### config.mk
export PLATFORM = sky130hd
export DESIGN_NAME = pacc_settings_mem
export DESIGN_NICKNAME = d
export VERILOG_FILES = /design/src/sv/pacc_pkg.sv /design/src/sv/pacc_settings_mem.sv
export SDC_FILE = /design/constraint.sdc
export NUM_CORES = 2
export LEC_CHECK = 0
export BUFFER_PORTS_ARGS = -buffer_cell sky130_fd_sc_hd__buf_2
export CORE_MARGIN = 1
export CORE_UTILIZATION = 35
export CTS_CLUSTER_SIZE = 28
export DETAILED_ROUTE_END_ITERATION = 8
export SYNTH_ARGS = -nofsm -noshare
export SYNTH_HDL_FRONTEND = slang
export SYNTH_SLANG_ARGS = --single-unit
### constraint.sdc
create_clock -name clk -period 6.5 [get_ports clk]
set_input_delay 1.3 -clock clk [delete_from_list [all_inputs] [get_ports clk]]
set_output_delay 1.3 -clock clk [all_outputs]
set_load 0.05 [all_outputs]
### src/sv/pacc_pkg.sv
`default_nettype none

package pacc_pkg;

  // Widest slot index the parameter range can reach: 16 ports of 32 pins.
  localparam int unsigned SLOT_MAX_W = 9;

  // Operation codes.
  localparam logic OP_REQUEST = 1'b0;
  localparam logic OP_RELEASE = 1'b1;

  // Pin mode codes.
  localparam logic [1:0] MODE_INPUT  = 2'd0;
  localparam logic [1:0] MODE_OUTPUT = 2'd1;
  localparam logic [1:0] MODE_ALT    = 2'd2;
  localparam logic [1:0] MODE_ANALOG = 2'd3;

  // Result status codes.
  localparam logic [1:0] ST_OK       = 2'd0;
  localparam logic [1:0] ST_RANGE    = 2'd1;
  localparam logic [1:0] ST_CONFLICT = 2'd2;

  // Width of the settings fields that are compared outside AF mode.
  localparam int unsigned BASE_SET_W = 7;

  typedef logic [SLOT_MAX_W-1:0] slot_t;

  // One incoming request.
  typedef struct packed {
    logic        operation;
    logic [3:0]  port_index;
    logic [4:0]  pin_index;
    logic [1:0]  pin_mode;
    logic        output_type;
    logic [1:0]  output_speed;
    logic [1:0]  pull_select;
    logic [15:0] alt_function_word;
  } req_t;

  // One result.
  typedef struct packed {
    logic [1:0] status;
    logic       apply_now;
  } resp_t;

  // Stored pin settings, 23 bits, mode in the low bits.
  typedef struct packed {
    logic [15:0] af;
    logic [1:0]  pull;
    logic [1:0]  speed;
    logic        otype;
    logic [1:0]  mode;
  } settings_t;

  // Write into the settings store.
  typedef struct packed {
    logic      en;
    slot_t     slot;
    settings_t data;
  } set_wr_t;

  // Update of one ownership bit.
  typedef struct packed {
    logic  en;
    slot_t slot;
    logic  value;
  } own_wr_t;

endpackage

`default_nettype wire

### src/sv/pacc_settings_mem.sv
`default_nettype none

module pacc_settings_mem #(
  parameter int unsigned DEPTH = 128
) (
  input  wire logic                clk,
  input  wire logic                rd_en,
  input  wire pacc_pkg::slot_t     rd_slot,
  input  wire pacc_pkg::set_wr_t   wr,
  output pacc_pkg::settings_t      rd_data
);

  localparam int unsigned AW = (DEPTH > 1) ? $clog2(DEPTH) : 1;

  pacc_pkg::settings_t mem [DEPTH];
  pacc_pkg::settings_t rd_data_r;
  pacc_pkg::settings_t byp_data_r;
  logic                byp_hit_r;

  // Write port.
  always_ff @(posedge clk) begin
    if (wr.en) begin
      mem[wr.slot[AW-1:0]] <= wr.data;
    end
  end

  // Registered read port. A write to the same slot in the same cycle is
  // captured alongside so that the reader sees the new settings.
  always_ff @(posedge clk) begin
    if (rd_en) begin
      rd_data_r  <= mem[rd_slot[AW-1:0]];
      byp_hit_r  <= wr.en && (wr.slot == rd_slot);
      byp_data_r <= wr.data;
    end
  end

  assign rd_data = byp_hit_r ? byp_data_r : rd_data_r;

endmodule

`default_nettype wire

Word-level counts from Yosys, hierarchy flattened
Memories as Yosys holds them, arrays and structs flattened. A register that Yosys moved wholly into a read port is not among the register bits.
Cells that the tools add are included.
{"block": "word_totals", "ram_bits": 2944, "reg_bits": 24, "out_inout_bits": 23, "n_memories": 1, "wordCells": 12}
{"block": "classes", "n_reduce_logical": 1, "mux": 3, "n_eq_ne": 1}
{"name": "mem", "depth": 128, "width": 23, "read_ports": 1, "rd_ports_with_merged_regs": 1, "wr": 1, "line_no": "pacc_settings_mem.sv:15", "source": "pacc_pkg::settings_t mem [DEPTH];"}
{"op": "two-way mux 23 bit", "n": 1}
{"op": "== test 9 bit", "n": 1}
{"op": "two-way mux 1 bit", "n": 2}
{"op": "logical AND 1 bit", "n": 1}

Longest topological paths before layout
{"block": "depth", "depth_word": 2, "mapped_depth": 7, "ltp_nobuf": 4}

Least setup slack after synthesis
OpenSTA, ideal clock, no wires.
{"block": "synth_timing", "path_kind": "in2reg", "from": "in wr[27] (netlist name)", "to": "mem mem[82][0] (netlist name), enable pin", "path_slack_ns": 2.365, "setup_ns": 0.432, "t_arrival_ns": 3.703, "path_stages": 4, "path_buffers": 1, "cell_sequence": "clkbuf_1 > nor2b_1 > nand3_1 > nor3_1"}
{"item": "start, declared", "line_no": "pacc_settings_mem.sv:9", "source": "input wire pacc_pkg::set_wr_t wr,"}
{"item": "end, declared", "line_no": "pacc_settings_mem.sv:15"}
Straight into the memory's write port.

==> flow_metrics.py <==
metrics = {
    "final_layout": {
        "final_util_pct": 40.4,
        "area_growth_pct": 15.0,
        "drive_gt1_share_pct": 36.5,
        "final_nets": 4814,
        "final_cells": 9331,
    },
    "synthesis": {
        "ys_warn_count": 0,
        "synthesis.area_um2": 114000,
        "syn_nets": 4468,
        "avgSynthCellArea_um2": 25.7,
        "synth.most_common_cell": "edfxtp_1",
        "ys_types": 16,
        "ys_seq_area_share_pct": 78.9,
        "async_flop_share_pct": 0,
        "synthCells": 4424,
        "ys_top_cells_by_area": "edfxtp_1, mux4_2, mux2_2, clkbuf_1, nor2_1",
        "synth_edf_count": 2991,
        "synth_ff_type": "edfxtp_1",
        "ys_ff_latch": 2991,
        "yosys.area.top_type": "edfxtp_1",
        "synth_top_area_share_pct": 78.9,
        "netlist_top_cells_count": "edfxtp_1, mux4_2, clkbuf_1, nor2_1, buf_2",
    },
    "status": {
        "status": "complete, but fails checks",
        "violations": "design-rule violations",
    },
    "setup_path": {
        "crit_chain": "buf_12, buf_12, mux4_2, mux4_2, mux4_2, mux2_2",
        "slowest_stage": "mux4_2",
        "crit_path_start_kind": "input port",
        "path_max_fanout": 75,
        "crit_path_end_kind": "register",
        "critPathKind": "in -> reg",
        "critical-path-top-delay-family": "multiplexers",
        "crit_arrival_ns": 4.61,
        "path_common_cell": "mux4_2",
        "worstPathRequired_ns": 7.17,
        "crit_start": "rd_slot[0]",
        "path_buf_inv": 2,
        "slowest_delay_ns": 0.62,
        "r2r_start": "mem[117][9]",
    },
    "die": {
        "io_pins": 67,
        "dieArea_um2": 328000,
        "die_y_um": 572,
        "die_width_um": 572,
        "initial_utilization_pct": 35.2,
        "num_rows": 209,
        "coreArea_um2": 324000,
    },
    "routing": {
        "wl_per_cell_um": 31.2,
        "vias_per_cell": 5.51,
        "drc_errors": 8,
        "antenna_left": 0,
        "dr.pass1.iters": 7,
        "routed_wl_mm": 291,
        "drt_iter0_drc": 6694,
        "dr_total_vias": 51400,
    },
    "min_path": {
        "min_from": "wr[13]",
        "holdCritPathClass": "in -> reg",
    },
    "clock_network": {
        "cts_tree": "yes",
        "cts_root_buf": "clkbuf_16",
        "clk_pin_slew_ns": 0.06,
        "cts.repair.resized": 0,
        "cts_hold_buf": 0,
        "ctsHtreeMaxLevel": 5,
        "clockBufferDepth": 4,
        "clk_latency_ns": 0.94,
        "postCtsSetupBuffers": 0,
        "cts_buffers": 313,
        "cts.sinks": 2991,
    },
    "timing": {
        "rsz0062_at_grt": "false",
        "drv_slew": 0,
        "fin_crit_ns": 3.94,
        "max_freq_mhz": 254,
        "setup_slack_ns": 2.56,
        "holdWs_ns": 0.749,
        "hold_viol": 0,
        "finalSetupViolations": 0,
        "tightest_slew_ns": 1.40,
        "fin_setup_tns_ns": 0,
        "fin_skew_ns": 0.0604,
        "slew_headroom_pct": 6.84,
        "min_period_over_period_pct": 60.6,
    },
    "pwr": {
        "p_per_area_nw_per_um2": 311,
        "combPwrFrac_pct": 5.1,
        "internal-power_mw": 32.3,
        "leakage_nw": 39.6,
        "p_sw_share_pct": 20.8,
        "ir_worst_vdd_v": 0.000229,
        "clkPwrFrac_pct": 42.5,
        "p_sw_mw": 8.49,
        "seqPwrFrac_pct": 52.4,
    },
    "place": {
        "place_hpwl_mm": 162,
        "dp_slack_ns": 1.56,
        "gp_congestion": 0.783,
        "portBuffers": 66,
        "dp.cells": 8780,
    },
    "global_routing": {
        "grt_overflow": 0,
        "gr-usage-met2_pct": 28.4,
        "antenna_found_initial": 43,
        "grt_pass1_vias": 52000,
        "gr-usage-met1_pct": 25.4,
        "grt_max_degree": 112,
        "grt_pass1_wl_mm": 409,
        "use_met3_pct": 3.39,
        "grt.busiest_layer": "met2",
        "gr-usage-all-layers_pct": 17.8,
    },
    "job": {
        "cap_violations": 0,
    },
}
## final cells by class
class | instances | area (um2)
fillers | 27700 | 193000
repair buffers | 269 | 2350
clock buffers | 379 | 8170
diodes | 13 | 32.5
clock inverters | 159 | 1600
flip-flops and latches | 2991 | 89800
multi-input cells | 1195 | 23600
well taps | 4325 | 5410
## layer usage
layer | vias to the layer above | wire length, um
li1 | 20100 | -
met1 | 28800 | 120000
met2 | 2194 | 141000
met3 | 359 | 24500
met4 | 6 | 5640
met5 | - | 34
## layout by cell type (no fill, tap or decap), types with 8 or more instances in the layout
master | synthesis | final
clkinv_1 | 0 | 67
buf_12 | 0 | 32
clkinvlp_4 | 0 | 11
clkinv_2 | 0 | 37
mux2_2 | 46 | 46
edfxtp_1 | 2991 | 2991
nor2_2 | 0 | 85
mux4_2 | 966 | 966
diode_2 | 0 | 13
nand3_1 | 12 | 10
nor3_2 | 0 | 9
clkbuf_1 | 134 | 62
nand2_1 | 15 | 15
nor2_4 | 0 | 34
clkbuf_16 | 0 | 317
bufinv_16 | 0 | 32
xnor2_1 | 9 | 9
buf_4 | 0 | 196
buf_2 | 80 | 38
inv_6 | 0 | 8
## logic make-up (layout without fill, tap and decap cells)
| logic type | Yosys count | count (layout) | share of synthesized area (%) |
|---|---|---|---|
| buffers and inverters | 238 | 807 | 0.879 |
| and+or+nand+nor | 174 | 174 | 0.631 |
| xor gates and xnor gates | 9 | 9 | 0.0692 |
| muxes | 1012 | 1012 | 19.6 |
| DFF | 2991 | 2991 | 78.9 |
| other | 0 | 13 | 0 |
## state kept, by name, summed over array words and instances, names as in the netlist
register	cells
rd_data_r	23
mem	2944
byp_hit_r	1
byp_data_r	23
## power by group through the flow
stage	Sequential [mW]	Combinational, mW	Clock, mW
detailed placement	21.8	2.12	0
floorplan	21.8	1.12	0
finish	21.4	2.10	17.3
global route	21.4	2.19	18.3
global placement	21.8	2.09	0
CTS	21.4	2.12	17.6
## per-stage QoR
stage | power (mW) | instance area, um2
after global routing | 41.9 | 131000
final | 40.8 | 131000
after CTS | 41.1 | 131000
after detailed placement | 23.9 | 121000
after global placement | 23.9 | 121000
after floorplan | 22.9 | 114000
## path summary, 6_finish.rpt
| path | end | slack, ns | cells after the start |
|---|---|---|---|
| max | rd_data_r[1] | 2.56 | 6 |
| max reg2reg | rd_data_r[9] | 3.83 | 4 |
| min reg2reg | rd_data_r[8] | 1.22 | 4 |
| min | mem[127][13] | 0.75 | 1 |
No activity file was read; power rests on OpenSTA's default activity.
